`config.mk`:
```
export PLATFORM = sky130hd
export DESIGN_NAME = positional_list_insert_delete_top
export DESIGN_NICKNAME = d
export VERILOG_FILES = /design/src/rtl/core/plid_pkg.sv /design/src/rtl/core/plid_ram.sv /design/src/rtl/core/positional_list_insert_delete_top.sv
export VERILOG_INCLUDE_DIRS = /design/src /design/src/rtl/core
export SDC_FILE = /design/constraint.sdc
export NUM_CORES = 1
export LEC_CHECK = 0
export BUFFER_PORTS_ARGS = -buffer_cell sky130_fd_sc_hd__buf_2
export CAP_MARGIN = 20
export CORE_UTILIZATION = 61
export DETAILED_ROUTE_END_ITERATION = 6
export PLACE_DENSITY = 0.79
export SYNTH_ARGS = -nofsm -noshare
export SYNTH_HDL_FRONTEND = slang
export SYNTH_HIERARCHICAL = 1
export SYNTH_SLANG_ARGS = --single-unit
```
`constraint.sdc`:
```
create_clock -name aclk -period 5.2 [get_ports aclk]
set_input_delay 0.26 -clock aclk [delete_from_list [all_inputs] [get_ports aclk]]
set_output_delay 0.26 -clock aclk [all_outputs]
set_load 0.02 [all_outputs]
```
`src/rtl/core/positional_list_insert_delete_top_defines.svh`:
```
// Assertion macros for the positional list block.
`ifndef POSITIONAL_LIST_INSERT_DELETE_TOP_DEFINES_SVH
`define POSITIONAL_LIST_INSERT_DELETE_TOP_DEFINES_SVH

`ifndef SYNTHESIS

// Checks that the consequent holds in the same cycle as the antecedent.
`define PLID_ASSERT_IMP(lbl, clk, rstn, ante, cons) \
    lbl: assert property (@(posedge clk) disable iff (!rstn) (ante) |-> (cons)) \
        else $error("positional list check failed");

// Checks that the consequent holds in the cycle after the antecedent.
`define PLID_ASSERT_NXT(lbl, clk, rstn, ante, cons) \
    lbl: assert property (@(posedge clk) disable iff (!rstn) (ante) |=> (cons)) \
        else $error("positional list check failed");

`else

`define PLID_ASSERT_IMP(lbl, clk, rstn, ante, cons)
`define PLID_ASSERT_NXT(lbl, clk, rstn, ante, cons)

`endif

`endif

```
`src/rtl/core/plid_pkg.sv`:
```
`default_nettype none

package plid_pkg;

    localparam int DEPTH      = 16;
    localparam int DATA_WIDTH = 32;

    localparam int IDX_W = $clog2(DEPTH);
    localparam int CNT_W = $clog2(DEPTH + 1);

    localparam int OP_W     = 3;
    localparam int POS_W    = 6;
    localparam int VAL_W    = 32;
    localparam int STATUS_W = 2;
    localparam int EIDX_W   = 6;
    localparam int OCNT_W   = 7;

    // Wide enough for a position, a count and a count plus one.
    localparam int CMP_W = ((CNT_W > POS_W) ? CNT_W : POS_W) + 1;

    localparam int S_TDATA_W = 48;
    localparam int M_TDATA_W = 48;

    typedef enum logic [OP_W-1:0] {
        OP_INSERT_AT  = 3'd0,
        OP_DELETE_AT  = 3'd1,
        OP_PUSH_BACK  = 3'd2,
        OP_PUSH_FRONT = 3'd3,
        OP_POP_BACK   = 3'd4,
        OP_POP_FRONT  = 3'd5,
        OP_DUMP       = 3'd6,
        OP_NONE       = 3'd7
    } opcode_t;

    typedef enum logic [STATUS_W-1:0] {
        ST_OK    = 2'd0,
        ST_FULL  = 2'd1,
        ST_RANGE = 2'd2,
        ST_EMPTY = 2'd3
    } status_t;

    // Result layout from bit 0: status, entry_value, entry_index, count, zero pad.
    function automatic logic [M_TDATA_W-1:0] pack_result(
        input status_t            status,
        input logic [VAL_W-1:0]   entry_value,
        input logic [EIDX_W-1:0]  entry_index,
        input logic [OCNT_W-1:0]  count
    );
        logic [M_TDATA_W-1:0] word;
        word = '0;
        word[STATUS_W-1:0] = status;
        word[STATUS_W +: VAL_W] = entry_value;
        word[STATUS_W+VAL_W +: EIDX_W] = entry_index;
        word[STATUS_W+VAL_W+EIDX_W +: OCNT_W] = count;
        return word;
    endfunction

endpackage

`default_nettype wire

```
`src/rtl/core/plid_ram.sv`:
```
`default_nettype none

module plid_ram #(
    parameter int DEPTH  = 16,
    parameter int WIDTH  = 32,
    parameter int ADDR_W = $clog2(DEPTH)
) (
    input  wire logic              aclk,
    input  wire logic              wr_en,
    input  wire logic [ADDR_W-1:0] wr_addr,
    input  wire logic [WIDTH-1:0]  wr_data,
    input  wire logic              rd_en,
    input  wire logic [ADDR_W-1:0] rd_addr,
    output logic      [WIDTH-1:0]  rd_data
);

    logic [WIDTH-1:0] mem [DEPTH];

    always_ff @(posedge aclk) begin
        if (wr_en) begin
            mem[wr_addr] <= wr_data;
        end
        if (rd_en) begin
            rd_data <= mem[rd_addr];
        end
    end

endmodule

`default_nettype wire

```
`src/rtl/core/positional_list_insert_delete_top.sv`:
```
// Positional list: an ordered list of up to DEPTH signed words.
// Commands arrive on the s_ stream, one command per transfer. Every command
// answers on the m_ stream; m_tlast marks the final transfer of a command.
// Edits (insert, delete, push, pop) give one transfer with a status and the
// new count; a dump gives one transfer per entry, or one with count zero
// when the list is empty. A refused edit leaves the list untouched.
// Entries live in a single-port-write, single-port-read RAM, and one shared
// index incrementer/decrementer walks it. Moving one entry is a read, then a
// write; an edit moves its entries one by one before its result is ready,
// and a refused edit goes straight to its result. A dump reads each entry,
// then sends it when the output register frees. s_tready is high only
// while the sequencer is idle; the next command can be taken while the last
// result still waits in the output register. A stalled m_tready holds the
// output register; the sequencer waits for it before loading the next result.
// aresetn (synchronous, active low) empties the list and drops m_tvalid;
// RAM contents are not cleared, and unused slots are never read.
`default_nettype none
`include "positional_list_insert_delete_top_defines.svh"

module positional_list_insert_delete_top import plid_pkg::*; (
    input  wire logic                 aclk,
    input  wire logic                 aresetn,
    input  wire logic                 s_tvalid,
    output logic                      s_tready,
    input  wire logic [S_TDATA_W-1:0] s_tdata,  // opcode[2:0], position[8:3], value[40:9]
    output logic                      m_tvalid,
    input  wire logic                 m_tready,
    output logic      [M_TDATA_W-1:0] m_tdata,  // status[1:0], entry_value[33:2],
                                                // entry_index[39:34], count[46:40]
    output logic                      m_tlast
);

    typedef enum logic [2:0] {
        S_IDLE,
        S_STEP,
        S_MOVE,
        S_DRD,
        S_DOUT,
        S_RES
    } state_t;

    state_t               state_reg;
    logic [CNT_W-1:0]     count_reg;
    logic [IDX_W-1:0]     idx_reg;
    logic [IDX_W-1:0]     end_reg;
    logic                 dir_up_reg;
    logic [DATA_WIDTH-1:0] value_reg;
    status_t              status_reg;
    logic                 m_tvalid_reg;
    logic [M_TDATA_W-1:0] m_tdata_reg;
    logic                 m_tlast_reg;

    opcode_t              op;
    logic [POS_W-1:0]     pos;
    logic [VAL_W-1:0]     val;
    logic [CMP_W-1:0]     cnt_c;
    logic [CMP_W-1:0]     tgt_c;
    logic                 is_ins;
    logic                 is_del;
    logic                 is_full;
    logic                 is_empty;
    logic                 ins_in_range;
    logic                 del_in_range;
    logic [DATA_WIDTH+VAL_W-1:0] sv_wide;

    logic [IDX_W-1:0]     idx_nbr;
    logic                 at_end;
    logic                 out_free;
    logic                 out_load;
    logic                 dump_last;
    logic [IDX_W+6:0]     ei_wide;
    logic [DATA_WIDTH+VAL_W-1:0] ev_wide;

    logic                  ram_wr_en;
    logic [IDX_W-1:0]      ram_wr_addr;
    logic [DATA_WIDTH-1:0] ram_wr_data;
    logic                  ram_rd_en;
    logic [IDX_W-1:0]      ram_rd_addr;
    logic [DATA_WIDTH-1:0] ram_rd_data;

    // Command decode.
    always_comb begin
        op       = opcode_t'(s_tdata[OP_W-1:0]);
        pos      = s_tdata[OP_W +: POS_W];
        val      = s_tdata[OP_W+POS_W +: VAL_W];
        cnt_c    = CMP_W'(count_reg);
        is_full  = (count_reg == CNT_W'(DEPTH));
        is_empty = (count_reg == '0);
        is_ins   = 1'b0;
        is_del   = 1'b0;
        tgt_c    = CMP_W'(pos);
        case (op)
            OP_INSERT_AT: begin
                is_ins = 1'b1;
            end
            OP_PUSH_BACK: begin
                is_ins = 1'b1;
                tgt_c  = cnt_c + CMP_W'(1);
            end
            OP_PUSH_FRONT: begin
                is_ins = 1'b1;
                tgt_c  = CMP_W'(1);
            end
            OP_DELETE_AT: begin
                is_del = 1'b1;
            end
            OP_POP_BACK: begin
                is_del = 1'b1;
                tgt_c  = cnt_c;
            end
            OP_POP_FRONT: begin
                is_del = 1'b1;
                tgt_c  = CMP_W'(1);
            end
            default: begin
                is_ins = 1'b0;
            end
        endcase
        ins_in_range = (tgt_c != '0) && (tgt_c <= cnt_c + CMP_W'(1));
        del_in_range = (tgt_c != '0) && (tgt_c <= cnt_c);
        sv_wide      = {{DATA_WIDTH{val[VAL_W-1]}}, val};
    end

    // Shared index unit: one step toward the end of the move.
    assign idx_nbr   = dir_up_reg ? (idx_reg + IDX_W'(1)) : (idx_reg - IDX_W'(1));
    assign at_end    = (idx_reg == end_reg);
    assign out_free  = !m_tvalid_reg || m_tready;
    assign out_load  = ((state_reg == S_RES) || (state_reg == S_DOUT)) && out_free;
    assign dump_last = ((CNT_W'(idx_reg) + CNT_W'(1)) == count_reg);
    assign ei_wide   = (IDX_W+7)'(idx_reg) + (IDX_W+7)'(1);
    assign ev_wide   = {{VAL_W{1'b0}}, ram_rd_data};

    always_comb begin
        ram_rd_en   = ((state_reg == S_STEP) && !at_end) || (state_reg == S_DRD);
        ram_rd_addr = (state_reg == S_DRD) ? idx_reg : idx_nbr;
        ram_wr_en   = ((state_reg == S_STEP) && at_end && !dir_up_reg)
                      || (state_reg == S_MOVE);
        ram_wr_addr = idx_reg;
        ram_wr_data = (state_reg == S_MOVE) ? ram_rd_data : value_reg;
    end

    plid_ram #(
        .DEPTH (DEPTH),
        .WIDTH (DATA_WIDTH)
    ) u_ram (
        .aclk    (aclk),
        .wr_en   (ram_wr_en),
        .wr_addr (ram_wr_addr),
        .wr_data (ram_wr_data),
        .rd_en   (ram_rd_en),
        .rd_addr (ram_rd_addr),
        .rd_data (ram_rd_data)
    );

    always_ff @(posedge aclk) begin
        if (!aresetn) begin
            state_reg    <= S_IDLE;
            count_reg    <= '0;
            m_tvalid_reg <= 1'b0;
        end else begin
            if (m_tvalid_reg && m_tready && !out_load) begin
                m_tvalid_reg <= 1'b0;
            end
            case (state_reg)
                S_IDLE: begin
                    if (s_tvalid) begin
                        value_reg  <= sv_wide[DATA_WIDTH-1:0];
                        status_reg <= ST_OK;
                        state_reg  <= S_RES;
                        if (is_ins) begin
                            if (is_full) begin
                                status_reg <= ST_FULL;
                            end else if (!ins_in_range) begin
                                status_reg <= ST_RANGE;
                            end else begin
                                idx_reg    <= IDX_W'(count_reg);
                                end_reg    <= IDX_W'(tgt_c - CMP_W'(1));
                                dir_up_reg <= 1'b0;
                                state_reg  <= S_STEP;
                            end
                        end else if (is_del) begin
                            if (is_empty) begin
                                status_reg <= ST_EMPTY;
                            end else if (!del_in_range) begin
                                status_reg <= ST_RANGE;
                            end else begin
                                idx_reg    <= IDX_W'(tgt_c - CMP_W'(1));
                                end_reg    <= IDX_W'(cnt_c - CMP_W'(1));
                                dir_up_reg <= 1'b1;
                                state_reg  <= S_STEP;
                            end
                        end else if ((op == OP_DUMP) && !is_empty) begin
                            idx_reg    <= '0;
                            dir_up_reg <= 1'b1;
                            state_reg  <= S_DRD;
                        end
                    end
                end
                S_STEP: begin
                    if (at_end) begin
                        // An insert writes its value into the opened slot here.
                        count_reg <= dir_up_reg ? (count_reg - CNT_W'(1))
                                                : (count_reg + CNT_W'(1));
                        state_reg <= S_RES;
                    end else begin
                        state_reg <= S_MOVE;
                    end
                end
                S_MOVE: begin
                    idx_reg   <= idx_nbr;
                    state_reg <= S_STEP;
                end
                S_DRD: begin
                    state_reg <= S_DOUT;
                end
                S_DOUT: begin
                    if (out_free) begin
                        m_tvalid_reg <= 1'b1;
                        m_tlast_reg  <= dump_last;
                        m_tdata_reg  <= pack_result(ST_OK, ev_wide[VAL_W-1:0],
                                                    ei_wide[EIDX_W-1:0],
                                                    OCNT_W'(count_reg));
                        if (dump_last) begin
                            state_reg <= S_IDLE;
                        end else begin
                            idx_reg   <= idx_nbr;
                            state_reg <= S_DRD;
                        end
                    end
                end
                S_RES: begin
                    if (out_free) begin
                        m_tvalid_reg <= 1'b1;
                        m_tlast_reg  <= 1'b1;
                        m_tdata_reg  <= pack_result(status_reg, '0, '0,
                                                    OCNT_W'(count_reg));
                        state_reg    <= S_IDLE;
                    end
                end
                default: begin
                    state_reg <= S_IDLE;
                end
            endcase
        end
    end

    assign s_tready = (state_reg == S_IDLE);
    assign m_tvalid = m_tvalid_reg;
    assign m_tdata  = m_tdata_reg;
    assign m_tlast  = m_tlast_reg;

    `PLID_ASSERT_IMP(a_count_bound, aclk, aresetn, 1'b1, count_reg <= CNT_W'(DEPTH))
    `PLID_ASSERT_NXT(a_count_step, aclk, aresetn, 1'b1, (count_reg == $past(count_reg)) || (count_reg == CNT_W'($past(count_reg) + CNT_W'(1))) || (count_reg == CNT_W'($past(count_reg) - CNT_W'(1))))
    `PLID_ASSERT_IMP(a_partial_dump, aclk, aresetn, m_tvalid && !m_tlast, (state_reg == S_DRD) || (state_reg == S_DOUT))

endmodule

`default_nettype wire
```
==> reports/results.txt <==
status = finished, violations left
failing checks = DRC
Worst Path Buf+Inv = 1
Max rail drop VDD = 0.000301 V
share of cells above drive strength 1 = 27.8%
Total GRT Usage = 27.1%
post-synthesis cell count = 1280
actual slew at the worst max-slew pin = 1.02 ns
Critical Path End Type = register
number of synthesized flops with an enable pin = 632
Post-CTS Setup Inserts = 0
RSZ-0062 raised after global routing = no
wire length per cell = 27.6 um
setup_tns = 0 ns
Via density = 6.46
Routed Antenna Nets = 0
Via Count = 13024
area leader, netlist = edfxtp_1
post-CTS sizing = 0
Area Growth Syn to Fin = 14.3%
total placed instance area = 0.0268 mm2
deepest clock path buffer count = 3
Worst-path clk slew = 0.07 ns
first-pass GRT wire length = 82.2 mm
largest net degree at the start of global routing = 99
Core Rows = 74
Worst Path Required = 5.46 ns
final net count = 1511
final hold vios = 0
Yosys cell types = 63
chip width = 206 um
Netlist Area Pre-Place = 0.0254 mm2
hold_buf cts = 33
worst setup path class = register to register
vias in the first global route = 13269
max reg flops = 512
Final Skew = 0.0269 ns
die area = 0.0425 mm2
yosys warns = 6
Avg Cell Area, Syn = 19.9 um2
part of the cycle the worst path needs = 76.5%
GRT overflow = 0
main area contributors after synthesis = edfxtp_1, mux4_2, a22oi_1
DPL Wire Length = 28.9 mm
fmax = 0.252 GHz
core area = 0.0410 mm2
gp weighted congestion = 0.869
PD cells = 421 mW/mm2
CTS sink cnt = 641
Post-Route WL = 55.7 mm
Final min period = 3.98 ns
Port-buffer cells = 91
worst-path maximum fanout = 20
residual DRC count = 32
Die Ht = 206 um
clk_lat worst skew = 0.64 ns
Initial Util = 62.0%
register area share after synthesis = 75.3%
crit path cell chain = xnor2_1 -> nand4_1 -> nor2_1 -> nand2_1 -> o22ai_1 -> nand3b_1 -> nor2_4 -> buf_4
dpl ws = 1.30 ns
number of max-cap violations = 0
Yosys top cell area share = 74.6%
Pleak = 9.53 nW
CP startpoint kind = register
setup violators final = 0
drt first pass iters = 7
final instance area = 0.0291 mm2
Max-slew headroom = 32.3%
flops & latches, synth = 641
Largest delay share family, worst path = simple AND/OR/NAND/NOR gates
io pins = 103
H-tree levels = 2
Worst Hold Class = input pin to register
CTS tree = yes
Synth top cells by count = edfxtp_1, mux4_2, a22oi_1, nand2_1, nor2_1
first-iteration detailed-routing DRC count = 1334
Worst Slack Setup Final = 1.22 ns
Core Util, Final = 70.9%
arrival time at the worst endpoint = 4.24 ns
ys async rst share = 0%
Synth Flop Type = edfxtp_1
Hold Slack = 0.0260 ns
Crit path largest cell delay = 0.90 ns
Final Max Slew Viols = 0
CTS root buffer = clkbuf_16
Slowest-stage cell, CP = edfxtp_1
initial antenna violation count = 1
TritonCTS Buffers = 60
count leader, synth = edfxtp_1
-- placed cells by master (no fill, tap or decap), types with 18 or more instances in the layout --
| cell type | instances |
|---|---|
| a21oi_1 | 18 |
| buf_4 | 27 |
| edfxtp_1 | 632 |
| ha_1 | 23 |
| a22oi_1 | 66 |
| nand2_1 | 54 |
| xnor2_1 | 24 |
| buf_2 | 91 |
| dlygate4sd3_1 | 33 |
| clkbuf_16 | 60 |
| mux2_2 | 32 |
| and2_1 | 37 |
| mux4_2 | 128 |
| nor2_1 | 24 |
-- metal layers --
metal,track usage (%),wire (um),vias to the layer above
met3,5.69,5330,115
met4,8.98,1630,0
li1,-,-,5508
met5,0,0,-
met2,43.9,27600,698
met1,37.2,21100,6703
-- where the power goes --
part / switching, mW / internal (mW)
sequential: 0.0869 / 6.02
clock: 1.90 / 2.52
combinational: 1.04 / 0.701
total: 3.02 / 9.23
-- worst paths after layout --
| check | startpoint | end | slack (ns) | depth (start not counted) |
|---|---|---|---|---|
| hold reg to reg | u_ram/rd_data[10] | m_tdata[12] | 0.55 | 1 |
| setup / recovery | idx_reg[0] | u_ram/mem[9][8] | 1.22 | 8 |
| setup reg to reg | idx_reg[0] | u_ram/mem[9][8] | 1.22 | 8 |
| hold / removal | m_tready | m_tvalid | 0.03 | 3 |
-- cell families after synthesis --
group / after synthesis / share of synthesized area, %
flip-flops: 641 / 75.3
AND/OR/NAND/NOR: 200 / 4.09
multiplexers: 164 / 12.9
AO/OA/AOI/OAI: 136 / 3.91
buffers and inverters: 85 / 1.52
XOR/XNOR: 28 / 0.964
adder cells (fa/ha/maj): 25 / 1.29
other: 1 / 0.0147
-- stage by stage --
stage / std cells / total power [mW]
2_1_floorplan: 1283 / 7.37
3_3_place_gp: 1869 / 7.82
3_5_place_dp: 1871 / 7.90
4_1_cts: 2013 / 12.3
5_1_grt: 2013 / 12.6
6_report: 2015 / 12.3
-- final cells by class --
type / instances / area [um2]
Timing Repair Buffer: 158 / 1130
Fill cell: 2344 / 11900
Clock inverter: 42 / 450
Antenna cell: 2 / 5.00
Sequential cell: 641 / 19200
Inverter: 16 / 60.1
Multi-Input combinational cell: 557 / 6090
Tap cell: 532 / 666
Clock buffer: 67 / 1530
-- worst register-to-register path: cells and delay by family (launching register included) --
family	cells	cell delay (ns)
DFF	1	0.90
xor gates and xnor gates	1	0.19
AOI/OAI and AO/OA	1	0.37
buffers and inverters	1	0.53
and+or+nand+nor	5	1.61
(Power assumes the default switching activity.)
